## config.mk

```make
export PLATFORM = sky130hd
export DESIGN_NAME = polynomial_add_multiply
export DESIGN_NICKNAME = d
export VERILOG_FILES = /design/src/rtl/core/pam_pkg.sv /design/src/rtl/core/pam_ram.sv /design/src/rtl/core/pam_datapath.sv /design/src/rtl/core/pam_ctrl.sv /design/src/rtl/core/polynomial_add_multiply.sv
export SDC_FILE = /design/constraint.sdc
export NUM_CORES = 2
export LEC_CHECK = 0
export BUFFER_PORTS_ARGS = -buffer_cell sky130_fd_sc_hd__buf_2
export CORE_MARGIN = 3
export CORE_UTILIZATION = 60
export DETAILED_ROUTE_END_ITERATION = 16
export GPL_ROUTABILITY_DRIVEN = 0
export PLACE_DENSITY = 0.76
export SYNTH_ARGS = -nofsm -noshare
export SYNTH_HDL_FRONTEND = slang
export SYNTH_SLANG_ARGS = --single-unit
```

## constraint.sdc

```tcl
create_clock -name clk -period 15.85 [get_ports clk]
set_input_delay 0.7925 -clock clk [delete_from_list [all_inputs] [get_ports clk]]
set_output_delay 0.7925 -clock clk [all_outputs]
set_load 0.03 [all_outputs]
```

## src/rtl/core/pam_pkg.sv

```systemverilog
// Shared constants and control types for the polynomial add/multiply block.
package pam_pkg;

	localparam int MAX_TERMS    = 32;
	localparam int COEF_BITS    = 16;
	localparam int COEF_IN_BITS = 16;
	localparam int RES_BITS     = 40;
	localparam int DEG_BITS     = 6;

	typedef struct packed {
		logic a_we;
		logic b_we;
	} pam_load_t;

	typedef struct packed {
		logic valid;
		logic sum;
		logic a_ok;
		logic b_ok;
		logic first;
		logic last;
		logic fin;
	} pam_issue_t;

endpackage

```

## src/rtl/core/pam_ram.sv

```systemverilog
// Generic single-write, registered-read RAM.
module pam_ram #(
	parameter int WIDTH = 16,
	parameter int DEPTH = 32
) (
	input  logic                     clk,
	input  logic                     we,
	input  logic [$clog2(DEPTH)-1:0] waddr,
	input  logic [WIDTH-1:0]         wdata,
	input  logic                     re,
	input  logic [$clog2(DEPTH)-1:0] raddr,
	output logic [WIDTH-1:0]         rdata
);

	logic [WIDTH-1:0] mem_q [DEPTH];
	logic [WIDTH-1:0] rdata_q;

	always_ff @(posedge clk) begin
		if (we) begin
			mem_q[waddr] <= wdata;
		end
		if (re) begin
			rdata_q <= mem_q[raddr];
		end
	end

	assign rdata = rdata_q;

endmodule

```

## src/rtl/core/pam_datapath.sv

```systemverilog
// Datapath: operand stores, multiply/add stage, accumulator and result register.
module pam_datapath #(
	parameter int MAX_TERMS = pam_pkg::MAX_TERMS,
	parameter int COEF_BITS = pam_pkg::COEF_BITS,
	localparam int IDX_W    = $clog2(MAX_TERMS),
	localparam int K_W      = $clog2(2 * MAX_TERMS)
) (
	input  logic                                   clk,
	input  logic                                   arst_n,
	input  logic signed [pam_pkg::COEF_IN_BITS-1:0] coefficient,
	input  pam_pkg::pam_load_t                     load,
	input  logic [IDX_W-1:0]                       wr_addr,
	input  pam_pkg::pam_issue_t                    issue,
	input  logic [IDX_W-1:0]                       a_idx,
	input  logic [IDX_W-1:0]                       b_idx,
	input  logic [K_W-1:0]                         deg,
	input  logic                                   trunc,
	output logic                                   pipe_busy,
	output logic                                   result_valid,
	output logic signed [pam_pkg::RES_BITS-1:0]    result_coefficient,
	output logic [pam_pkg::DEG_BITS-1:0]           degree,
	output logic                                   final_res,
	output logic                                   truncated
);

	localparam int PW    = 2 * COEF_BITS;
	localparam int ACC_W = PW + IDX_W + 1;

	logic signed [COEF_BITS-1:0] coef_ext;
	logic [COEF_BITS-1:0]        rd_a;
	logic [COEF_BITS-1:0]        rd_b;
	logic signed [COEF_BITS-1:0] a_val;
	logic signed [COEF_BITS-1:0] b_val;
	logic signed [PW-1:0]        prod_c;
	logic signed [PW-1:0]        sum_c;
	logic signed [ACC_W-1:0]     acc_next;

	pam_pkg::pam_issue_t         iss_s1;
	pam_pkg::pam_issue_t         iss_s2;
	logic [K_W-1:0]              deg_s1;
	logic [K_W-1:0]              deg_s2;
	logic signed [ACC_W-1:0]     val_s2;
	logic signed [ACC_W-1:0]     acc_q;
	logic                        res_valid_q;
	logic signed [pam_pkg::RES_BITS-1:0] res_q;
	logic [pam_pkg::DEG_BITS-1:0] deg_q;
	logic                        fin_q;
	logic                        trunc_q;

	generate
		if (COEF_BITS <= pam_pkg::COEF_IN_BITS) begin : g_narrow
			assign coef_ext = coefficient[COEF_BITS-1:0];
		end else begin : g_wide
			assign coef_ext = COEF_BITS'($unsigned(coefficient));
		end
	endgenerate

	pam_ram #(.WIDTH(COEF_BITS), .DEPTH(MAX_TERMS)) u_first_ram (
		.clk   (clk),
		.we    (load.a_we),
		.waddr (wr_addr),
		.wdata (coef_ext),
		.re    (issue.valid),
		.raddr (a_idx),
		.rdata (rd_a)
	);

	pam_ram #(.WIDTH(COEF_BITS), .DEPTH(MAX_TERMS)) u_second_ram (
		.clk   (clk),
		.we    (load.b_we),
		.waddr (wr_addr),
		.wdata (coef_ext),
		.re    (issue.valid),
		.raddr (b_idx),
		.rdata (rd_b)
	);

	assign a_val    = iss_s1.a_ok ? $signed(rd_a) : '0;
	assign b_val    = iss_s1.b_ok ? $signed(rd_b) : '0;
	assign prod_c   = a_val * b_val;
	assign sum_c    = PW'(a_val) + PW'(b_val);
	assign acc_next = (iss_s2.first ? '0 : acc_q) + val_s2;

	always_ff @(posedge clk or negedge arst_n) begin
		if (!arst_n) begin
			iss_s1      <= '0;
			iss_s2      <= '0;
			res_valid_q <= 1'b0;
		end else begin
			iss_s1      <= issue;
			iss_s2      <= iss_s1;
			res_valid_q <= iss_s2.valid & iss_s2.last;
		end
	end

	always_ff @(posedge clk) begin
		deg_s1 <= deg;
		deg_s2 <= deg_s1;
		val_s2 <= ACC_W'(iss_s1.sum ? sum_c : prod_c);
		if (iss_s2.valid) begin
			acc_q <= acc_next;
		end
		if (iss_s2.valid & iss_s2.last) begin
			res_q   <= pam_pkg::RES_BITS'(acc_next);
			deg_q   <= pam_pkg::DEG_BITS'(deg_s2);
			fin_q   <= iss_s2.fin;
			trunc_q <= trunc;
		end
	end

	assign pipe_busy          = iss_s1.valid | iss_s2.valid;
	assign result_valid       = res_valid_q;
	assign result_coefficient = res_q;
	assign degree             = deg_q;
	assign final_res          = fin_q;
	assign truncated          = trunc_q;

endmodule

```

## src/rtl/core/pam_ctrl.sv

```systemverilog
// Controller: operand counts, operation register and the term sequencer.
module pam_ctrl #(
	parameter int MAX_TERMS = pam_pkg::MAX_TERMS,
	localparam int IDX_W    = $clog2(MAX_TERMS),
	localparam int CNT_W    = $clog2(MAX_TERMS + 1),
	localparam int K_W      = $clog2(2 * MAX_TERMS)
) (
	input  logic                clk,
	input  logic                arst_n,
	input  logic                start,
	input  logic                action,
	input  logic                last,
	input  logic                cfg_valid,
	input  logic                cfg_data,
	output logic                cfg_ready,
	output logic                busy,
	output pam_pkg::pam_load_t  load,
	output logic [IDX_W-1:0]    wr_addr,
	output pam_pkg::pam_issue_t issue,
	output logic [IDX_W-1:0]    a_idx,
	output logic [IDX_W-1:0]    b_idx,
	output logic [K_W-1:0]      deg,
	output logic                trunc,
	input  logic                pipe_busy
);

	typedef enum logic [1:0] {
		ST_IDLE,
		ST_SETUP,
		ST_CALC,
		ST_DRAIN
	} state_t;

	state_t           state_q;
	logic [CNT_W-1:0] fcnt_q;
	logic [CNT_W-1:0] scnt_q;
	logic             ovf_q;
	logic             op_q;
	logic [K_W-1:0]   n_q;
	logic [K_W-1:0]   m_q;
	logic [K_W-1:0]   len_q;
	logic [K_W-1:0]   k_q;
	logic [IDX_W-1:0] i_q;

	logic             accept;
	logic             f_room;
	logic             s_room;
	logic [K_W-1:0]   n_c;
	logic [K_W-1:0]   m_c;
	logic [K_W-1:0]   i_ext;
	logic [K_W-1:0]   j_c;
	logic [K_W-1:0]   b_full;
	logic [K_W-1:0]   hi_c;
	logic [K_W-1:0]   k_nxt;
	logic [K_W-1:0]   lo_nxt;
	logic             sum_mode;
	logic             term_first;
	logic             term_last;
	logic             term_fin;

	function automatic logic [K_W-1:0] lo_of(input logic [K_W-1:0] k, input logic [K_W-1:0] m);
		return (k >= m) ? (k - m + K_W'(1)) : '0;
	endfunction

	assign busy      = (state_q != ST_IDLE);
	assign cfg_ready = ~busy;
	assign accept    = start & ~busy;
	assign f_room    = (fcnt_q < CNT_W'(MAX_TERMS));
	assign s_room    = (scnt_q < CNT_W'(MAX_TERMS));
	assign load.a_we = accept & ~action & f_room;
	assign load.b_we = accept & action & s_room;
	assign wr_addr   = action ? scnt_q[IDX_W-1:0] : fcnt_q[IDX_W-1:0];

	assign n_c = (fcnt_q == '0) ? K_W'(1) : K_W'(fcnt_q);
	assign m_c = (scnt_q == '0) ? K_W'(1) : K_W'(scnt_q);

	assign sum_mode   = ~op_q;
	assign i_ext      = K_W'(i_q);
	assign j_c        = k_q - i_ext;
	assign b_full     = sum_mode ? k_q : j_c;
	assign hi_c       = (k_q < n_q) ? k_q : (n_q - K_W'(1));
	assign k_nxt      = k_q + K_W'(1);
	assign lo_nxt     = lo_of(k_nxt, m_q);
	assign term_first = sum_mode | (i_ext == lo_of(k_q, m_q));
	assign term_last  = sum_mode | (i_ext == hi_c);
	assign term_fin   = (k_q == len_q - K_W'(1));

	assign issue.valid = (state_q == ST_CALC);
	assign issue.sum   = sum_mode;
	assign issue.a_ok  = (i_ext < K_W'(fcnt_q));
	assign issue.b_ok  = (b_full < K_W'(scnt_q));
	assign issue.first = term_first;
	assign issue.last  = term_last;
	assign issue.fin   = term_fin;
	assign a_idx       = i_q;
	assign b_idx       = b_full[IDX_W-1:0];
	assign deg         = k_q;
	assign trunc       = ovf_q;

	always_ff @(posedge clk or negedge arst_n) begin
		if (!arst_n) begin
			state_q <= ST_IDLE;
			fcnt_q  <= '0;
			scnt_q  <= '0;
			ovf_q   <= 1'b0;
			op_q    <= 1'b1;
			n_q     <= '0;
			m_q     <= '0;
			len_q   <= '0;
			k_q     <= '0;
			i_q     <= '0;
		end else begin
			if (cfg_valid & cfg_ready) begin
				op_q <= cfg_data;
			end
			case (state_q)
				ST_IDLE: begin
					if (accept) begin
						if (!action) begin
							if (f_room) begin
								fcnt_q <= fcnt_q + CNT_W'(1);
							end else begin
								ovf_q <= 1'b1;
							end
						end else begin
							if (s_room) begin
								scnt_q <= scnt_q + CNT_W'(1);
							end else begin
								ovf_q <= 1'b1;
							end
							if (last) begin
								state_q <= ST_SETUP;
							end
						end
					end
				end
				ST_SETUP: begin
					n_q   <= n_c;
					m_q   <= m_c;
					len_q <= op_q ? (n_c + m_c - K_W'(1)) : ((n_c > m_c) ? n_c : m_c);
					k_q   <= '0;
					i_q   <= '0;
					state_q <= ST_CALC;
				end
				ST_CALC: begin
					if (term_last) begin
						if (term_fin) begin
							state_q <= ST_DRAIN;
						end else begin
							k_q <= k_nxt;
							i_q <= sum_mode ? k_nxt[IDX_W-1:0] : lo_nxt[IDX_W-1:0];
						end
					end else begin
						i_q <= i_q + IDX_W'(1);
					end
				end
				ST_DRAIN: begin
					if (!pipe_busy) begin
						fcnt_q  <= '0;
						scnt_q  <= '0;
						ovf_q   <= 1'b0;
						state_q <= ST_IDLE;
					end
				end
				default: begin
					state_q <= ST_IDLE;
				end
			endcase
		end
	end

endmodule

```

## src/rtl/core/polynomial_add_multiply.sv

```systemverilog
// Top level of the polynomial add/multiply block.
// Busy stays low during and between coefficient loads. The item
// that carries the second operand's last mark starts emission: busy rises and
// results come out lowest degree first, each for one cycle under result_valid.
// The receiver cannot stall, so it must take every strobed result. A single
// multiply-accumulate unit reads both operand stores once per cycle. Write
// operation only while busy is low.
module polynomial_add_multiply #(
	parameter int MAX_TERMS = pam_pkg::MAX_TERMS,
	parameter int COEF_BITS = pam_pkg::COEF_BITS
) (
	input  logic                                    clk,
	input  logic                                    arst_n,
	input  logic                                    start,
	output logic                                    busy,
	input  logic                                    action,
	input  logic signed [pam_pkg::COEF_IN_BITS-1:0] coefficient,
	input  logic                                    last,
	input  logic                                    cfg_valid,
	output logic                                    cfg_ready,
	input  logic                                    cfg_data,
	output logic                                    result_valid,
	output logic signed [pam_pkg::RES_BITS-1:0]     result_coefficient,
	output logic [pam_pkg::DEG_BITS-1:0]            degree,
	output logic                                    final_res,
	output logic                                    truncated
);

	localparam int IDX_W = $clog2(MAX_TERMS);
	localparam int K_W   = $clog2(2 * MAX_TERMS);

	pam_pkg::pam_load_t  load;
	pam_pkg::pam_issue_t issue;
	logic [IDX_W-1:0]    wr_addr;
	logic [IDX_W-1:0]    a_idx;
	logic [IDX_W-1:0]    b_idx;
	logic [K_W-1:0]      deg;
	logic                trunc;
	logic                pipe_busy;

	pam_ctrl #(.MAX_TERMS(MAX_TERMS)) u_ctrl (
		.clk       (clk),
		.arst_n    (arst_n),
		.start     (start),
		.action    (action),
		.last      (last),
		.cfg_valid (cfg_valid),
		.cfg_data  (cfg_data),
		.cfg_ready (cfg_ready),
		.busy      (busy),
		.load      (load),
		.wr_addr   (wr_addr),
		.issue     (issue),
		.a_idx     (a_idx),
		.b_idx     (b_idx),
		.deg       (deg),
		.trunc     (trunc),
		.pipe_busy (pipe_busy)
	);

	pam_datapath #(.MAX_TERMS(MAX_TERMS), .COEF_BITS(COEF_BITS)) u_datapath (
		.clk                (clk),
		.arst_n             (arst_n),
		.coefficient        (coefficient),
		.load               (load),
		.wr_addr            (wr_addr),
		.issue              (issue),
		.a_idx              (a_idx),
		.b_idx              (b_idx),
		.deg                (deg),
		.trunc              (trunc),
		.pipe_busy          (pipe_busy),
		.result_valid       (result_valid),
		.result_coefficient (result_coefficient),
		.degree             (degree),
		.final_res          (final_res),
		.truncated          (truncated)
	);

endmodule
```

-- Word-level counts from Yosys, hierarchy flattened
Memories as Yosys holds them, arrays and structs flattened. A register that Yosys moved wholly into a read port is not among the register bits.
Cells that the tools add are included.
- output and inout bits: 51
- input port bits: 23
- word-level logic and storage cells: 146
- RAM bits: 1024
- memories kept: 2
- bits in registers: 191
- multiply operators: 1
- add/subtract/negate cells: 15
- order comparisons: 8
- reduce and logical (&&, ||, !) cells: 12
- bitwise logic cells: 13
- equality and inequality tests: 19
- mux-type cells: 46
- memory list (name ; depth ; width ; rd ports ; clocked after Yosys merged registers in ; write ports ; RTL line ; RTL):
    u_datapath.u_first_ram.mem_q ; 32 ; 16 ; 1 ; 1 ; 1 ; pam_ram.sv:15 ; logic [WIDTH-1:0] mem_q [DEPTH];
    u_datapath.u_second_ram.mem_q ; 32 ; 16 ; 1 ; 1 ; 1 ; pam_ram.sv:15 ;
- operator list (cell ; count):
    two-way mux 6 bit ; 16
    two-way mux 38 bit ; 2
    adder 38 bit ; 1
    case mux 6 bit (2 select lines) ; 3
    multiplier 16 x 16 -> 32 bit ; 1
    two-way mux 16 bit ; 2
    two-way mux 5 bit ; 5
    adder 6 x 1 -> 6 bit (second input constant) ; 4
    subtractor 6 x 1 -> 6 bit (second input constant) ; 3
    adder 16 x 16 -> 17 bit ; 1
    AND reduction 5 bit ; 3
    inequality test 2 bit (second input constant) ; 7
    equality test 5 x 6 -> 1 bit ; 2
    >= comparator 6 bit ; 2
    logical NOT 6 bit ; 2
    < comparator 6 bit ; 2
    < comparator 6 bit (second input constant) ; 2
    two-way mux 2 bit ; 6
    adder 5 x 1 -> 5 bit (second input constant) ; 2
    case mux 5 bit (2 select lines) ; 1
    two-way mux 1 bit ; 9
    inequality test 3 bit (second input constant) ; 3
    case mux 2 bit (4 select lines) ; 1
    bitwise AND 1 bit ; 7
    18 further kinds ; 27

-- Depth between registers and ports, before layout
- depth in word-level cells: 8
- gate-level depth with buffers: 27
- mapped depth without buffers: 25

-- Cells and area by module
Synthesis repeated with hierarchy kept, for this count alone.
- cells, all modules: 4537
- area total of the unflattened synthesis: 62389.8 sq um
- modules (own cells, without submodules) (module ; area each (sq um) ; instances ; cells an instance ; sequential area each (sq um)):
    pam_ram (u_datapath.u_second_ram) ; 20696.1 ; 1 ; 1143 ; 15855.2
    pam_ram (u_datapath.u_first_ram) ; 20694.8 ; 1 ; 1143 ; 15855.2
    pam_datapath ; 16359.4 ; 1 ; 1700 ; 3703.6
    pam_ctrl ; 4639.4 ; 1 ; 551 ; 1127.3

-- Worst setup path after synthesis
Ideal clock, no wire load.
- path kind: reg-to-reg
- start point: reg u_datapath.iss_s1[3] in the netlist's numbering
- end point: reg u_datapath.val_s2[23]
- path slack: 9.283 ns
- library setup time: 0.133 ns
- cell stages (with the launch flop): 27
- clock period less this slack: 6.567 ns
- arrival time: 6.434 ns
- buffers on the path: 2
- required time: 15.717 ns
- cells stage by stage: dfrtp_1 clkbuf_1 nand2_1 inv_1 clkbuf_1 ha_1 inv_1 fa_1 inv_1 fa_1 inv_1 fa_1 inv_1 fa_1 fa_1 inv_1 fa_1 inv_1 ha_1 o21ai_0 nor2_1 a211o_1 a21oi_1 o21ai_0 o31ai_1 xor2_1 o21ai_0
- word-level cells in the longest chain between the ends: 3
- elaborated cells on any way between the ends: 4
- those cells by class: add/sub (1); mul (1); mux (2)
- ends and longest elaborated chain (item ; RTL line ; RTL):
    start: declaration ; pam_datapath.sv:38 ; pam_pkg::pam_issue_t iss_s1;
    start signal: assignment ; pam_datapath.sv:90 ; iss_s1 <= issue;
    two-way mux 16 bit * ; pam_datapath.sv:79 ; assign b_val = iss_s1.b_ok ? $signed(rd_b) : '0;
    multiplier 16 x 16 -> 32 bit or adder 16 x 16 -> 17 bit (tied branches) ; pam_datapath.sv:80, pam_datapath.sv:81 ;
    two-way mux 38 bit * ; pam_datapath.sv:99 ; val_s2 <= ACC_W'(iss_s1.sum ? sum_c : prod_c);
    end signal: assignment ; pam_datapath.sv:99 ;
    end: declaration ; pam_datapath.sv:42 ; logic signed [ACC_W-1:0] val_s2;
Mark *: on every way between the ends. The rest lies on a longest branch, timed or not.
A chain may end at the register's enable or synchronous reset.

-- Worst setup path in the final report
- start point: reg u_datapath.iss_s1[4] in the netlist's numbering
- end point: reg u_datapath.val_s2[36]
- word-level cells in the longest chain between the ends: 3
- elaborated cells on any way between the ends: 4
- those cells by class: add/sub (1); mul (1); mux (2)
- ends and longest elaborated chain (item ; RTL line ; RTL):
    two-way mux 16 bit * ; pam_datapath.sv:78 ; assign a_val = iss_s1.a_ok ? $signed(rd_a) : '0;
    multiplier 16 x 16 -> 32 bit or adder 16 x 16 -> 17 bit (tied branches) ; pam_datapath.sv:80, pam_datapath.sv:81 ;
    two-way mux 38 bit * ; pam_datapath.sv:99 ;
Marked as above.

==> results.tsv <==
stage	metric	value	unit
route	drt wl/cell	24.0	um
finish	commonest non-fill, non-tap cell in the layout	edfxtp_1	
worst_setup_path	worst path arrival time	8.01	ns
cts	Clock Root Buffer	clkbuf_16	
synthesis	Syn. warnings	0	
die	Die H	327	um
grt	largest net degree at the start of global routing	160	
sta	Max Clock Skew	0.0535	ns
route	Residual DRC	0	
grt	initial antenna violation count	1	
synthesis	largest cells by area after synthesis	edfxtp_1 55%, fa_1 8.8%, nand2_1 4.8%	
worst_setup_path	reg2reg setup slack	8.40	ns
sta	RSZ-0062 raised after global routing	false	
worst_setup_path	Required @ worst endpoint	16.41	ns
grt	wire length of the first global-routing pass	235	mm
cts	hold_buf cts	0	
cts	Clock Latency Late Sink	0.75	ns
synthesis	Synth Net Count	5329	
synthesis	EDFF count, synth	1140	
synthesis	Synth Cell Area	0.0619	sq mm
route	Routed Wire Length	153	mm
cts	H-tree levels	3	
cts	Post-CTS Resized	0	
worst_setup_path	crit path launch type	register	
cts	postcts setup bufs	0	
sta	Final min period	7.45	ns
finish	commonest non-fill, non-tap cells in the layout	1140 x edfxtp_1, 797 x nand2_1, 406 x inv_1	
synthesis	post-synth cell types	79	
worst_setup_path	R2R cell count	23	
finish	Layout area overhead	9.99	%
worst_setup_path	RR Endpoint	u_datapath.val_s2[36]$_DFF_P_	
min_path	Worst Hold Class	input pin to asynchronous set/reset pin	
die	I/O pin count	74	
cts	CTS clk-pin slew, worst paths	0.07	ns
sta	Fmax	0.134	GHz
synthesis	share of the yosys chip area belonging to registers	59.0	%
finish	Final Core Density	66.7	%
sta	Max Slew Vio Count	0	
cts	Sink Count	1241	
die	row count	117	
cts	Clock Path Buffers	3	
grt	Total GRT Usage	28.7	%
sta	relative slew slack	18.8	%
synthesis	ys async rst share	4.59	%
synthesis	area leader, netlist	edfxtp_1	
synthesis	Yosys top cell area share	55.3	%
synthesis	Mapped Cells	4830	
worst_setup_path	Crit. End Element	register	
synthesis	Syn Area/Cell	12.8	sq um
sta	Final period util	47.0	%
route	Vias	39800	
route	Final ANT Viol Nets	0	
synthesis	synthesis-stage register bit count	1241	
placement	I/O Buffers	73	
grt	vias in the first global route	39500	
worst_setup_path	worst-path fanout max	16	
sta	final setup violation count	0	
worst_setup_path	CP Class	register to register	
cts	cts bufs inserted	120	
die	Die Area	0.107	sq mm
finish	share of cells above drive strength 1	9.32	%
finish	fillers	7079	
finish	Nets	5400	
placement	hpwl dp	96.2	mm
synthesis	Post-synth top flop	edfxtp_1	
cts	CTS tree	done	
grt	GR Overflow Total	0	
die	Die X	327	um
route	1st-iter DRT viols	4748	
route	vias per cell	6.24	
sta	Worst Tran Pin Value	1.22	ns
sta	setup TNS	0	ns
sta	Hold Vio Cnt, Final	0	
status	status	complete, no violations	
route	DR pass1 iterations	8	
run	number of max-cap violations	0	
worst_setup_path	origin of the critical flop-to-flop path	u_datapath.iss_s1[4]$_DFF_PN0_	
die	Starting Density	60.7	%
die	core footprint	0.102	sq mm
## cells in the mapped netlist (all sizes together), types with 7 or more instances
| master | n |
|---|---|
| a211oi | 38 |
| a21o | 62 |
| a21oi | 138 |
| a311oi | 104 |
| a31oi | 46 |
| and2 | 11 |
| and3 | 74 |
| buf | 38 |
| clkbuf | 196 |
| clkinv | 15 |
| dfrtp | 56 |
| dfxtp | 44 |
| edfxtp | 1140 |
| fa | 271 |
| ha | 205 |
| inv | 410 |
| mux2i | 142 |
| mux4 | 64 |
| nand2 | 799 |
| nand2b | 22 |
| nand3 | 163 |
| nand4 | 7 |
| nor2 | 253 |
| nor2b | 47 |
| nor3 | 23 |
| o211ai | 8 |
| o21a | 7 |
| o21ai | 109 |
| o21bai | 14 |
| o221ai | 71 |
| o22ai | 36 |
| o31ai | 31 |
| xnor2 | 72 |
| xor2 | 37 |
## kinds of logic (layout without fill, tap and decap cells)
| kind of cell | Yosys count | after routing | share of synthesized area (%) |
|---|---|---|---|
| muxes | 211 | 211 | 4.72 |
| xor gates and xnor gates | 109 | 109 | 1.54 |
| buffers and inverters | 659 | 831 | 4.02 |
| DFF | 1241 | 1241 | 59.0 |
| other | 0 | 1 | 0 |
| and+or+nand+nor | 1422 | 1422 | 9.80 |
| AOI/OAI and AO/OA | 712 | 712 | 7.99 |
| adders and majority gates | 476 | 476 | 12.9 |
## layer usage
| layer | global-route usage (%) | part of all wire [%] |
|---|---|---|
| met5 | 0 | 0 |
| met4 | 11.1 | 4.1 |
| met3 | 5.94 | 9.8 |
| met2 | 46.6 | 48 |
| met1 | 38.6 | 38 |
## cell type report
| cell class | count | area, sq um | share of cell area [%] |
|---|---|---|---|
| diodes | 1 | 2.50 | 0.00367 |
| repair buffers | 183 | 1220 | 1.79 |
| flip-flops and latches | 1241 | 36500 | 53.7 |
| multi-input cells | 2930 | 22900 | 33.7 |
| clock buffers | 142 | 3190 | 4.69 |
| clock inverters | 81 | 885 | 1.30 |
| inverters | 425 | 1600 | 2.35 |
| well taps | 1368 | 1710 | 2.51 |
## how the worst max path moves through the flow
| stage | start | end | slack (ns) | cells past startpoint |
|---|---|---|---|---|
| 6_report | u_datapath.iss_s1[4]$_DFF_PN0_ | u_datapath.val_s2[36]$_DFF_P_ | 8.40 | 23 |
| 5_1_grt | u_datapath.iss_s1[4]$_DFF_PN0_ | u_datapath.val_s2[36]$_DFF_P_ | 8.01 | 23 |
| 4_1_cts | u_datapath.iss_s1[4]$_DFF_PN0_ | u_datapath.val_s2[36]$_DFF_P_ | 8.53 | 23 |
| 3_5_place_dp | u_datapath.iss_s1[4]$_DFF_PN0_ | u_datapath.val_s2[36]$_DFF_P_ | 8.53 | 23 |
| 3_3_place_gp | u_datapath.iss_s1[3]$_DFF_PN0_ | u_datapath.val_s2[36]$_DFF_P_ | 8.77 | 24 |
| 2_1_floorplan | u_datapath.iss_s1[3]$_DFF_PN0_ | u_datapath.val_s2[23]$_DFF_P_ | 9.28 | 26 |
## registers in the layout (all words and copies together) (netlist names), 7 cells and up
register and flops:
u_datapath.u_second_ram.rdata 16, u_datapath.u_first_ram.mem_q 512, u_datapath.val_s2 32, u_datapath.iss_s1 7, u_datapath.u_second_ram.mem_q 512, u_datapath.result_coefficient 38, u_datapath.u_first_ram.rdata 16, u_datapath.acc_q 38
## through the flow
stage               setup slack [ns]  cells  area (sq um)  hold WS, ns
floorplan                       9.28   4830         61900        0.310
global placement                8.77   6147         64000        0.310
detailed placement              8.53   6147         64000        0.315
CTS                             8.53   6370         68100        0.224
global route                    8.01   6370         68100        0.278
finish                          8.40   6371         68100        0.209
## worst max-delay path, cell delays in order, from the launching register on
cell	delay (ns)
dfrtp_1	0.56
nand2_1	0.35
clkinv_1	0.35
ha_1	0.37
fa_1	0.50
inv_1	0.06
fa_1	0.46
fa_1	0.51
inv_1	0.06
fa_1	0.49
fa_1	0.49
inv_1	0.05
fa_1	0.47
inv_1	0.04
ha_1	0.35
a21o_1	0.19
a21oi_1	0.21
a21oi_1	0.12
a211o_1	0.31
a21oi_1	0.48
o21ai_0	0.31
a41oi_1	0.31
xnor2_1	0.14
o21ai_0	0.08
Power is not shown: default switching activity piles up to over one toggle a cycle in this logic, so the estimate is an artifact.
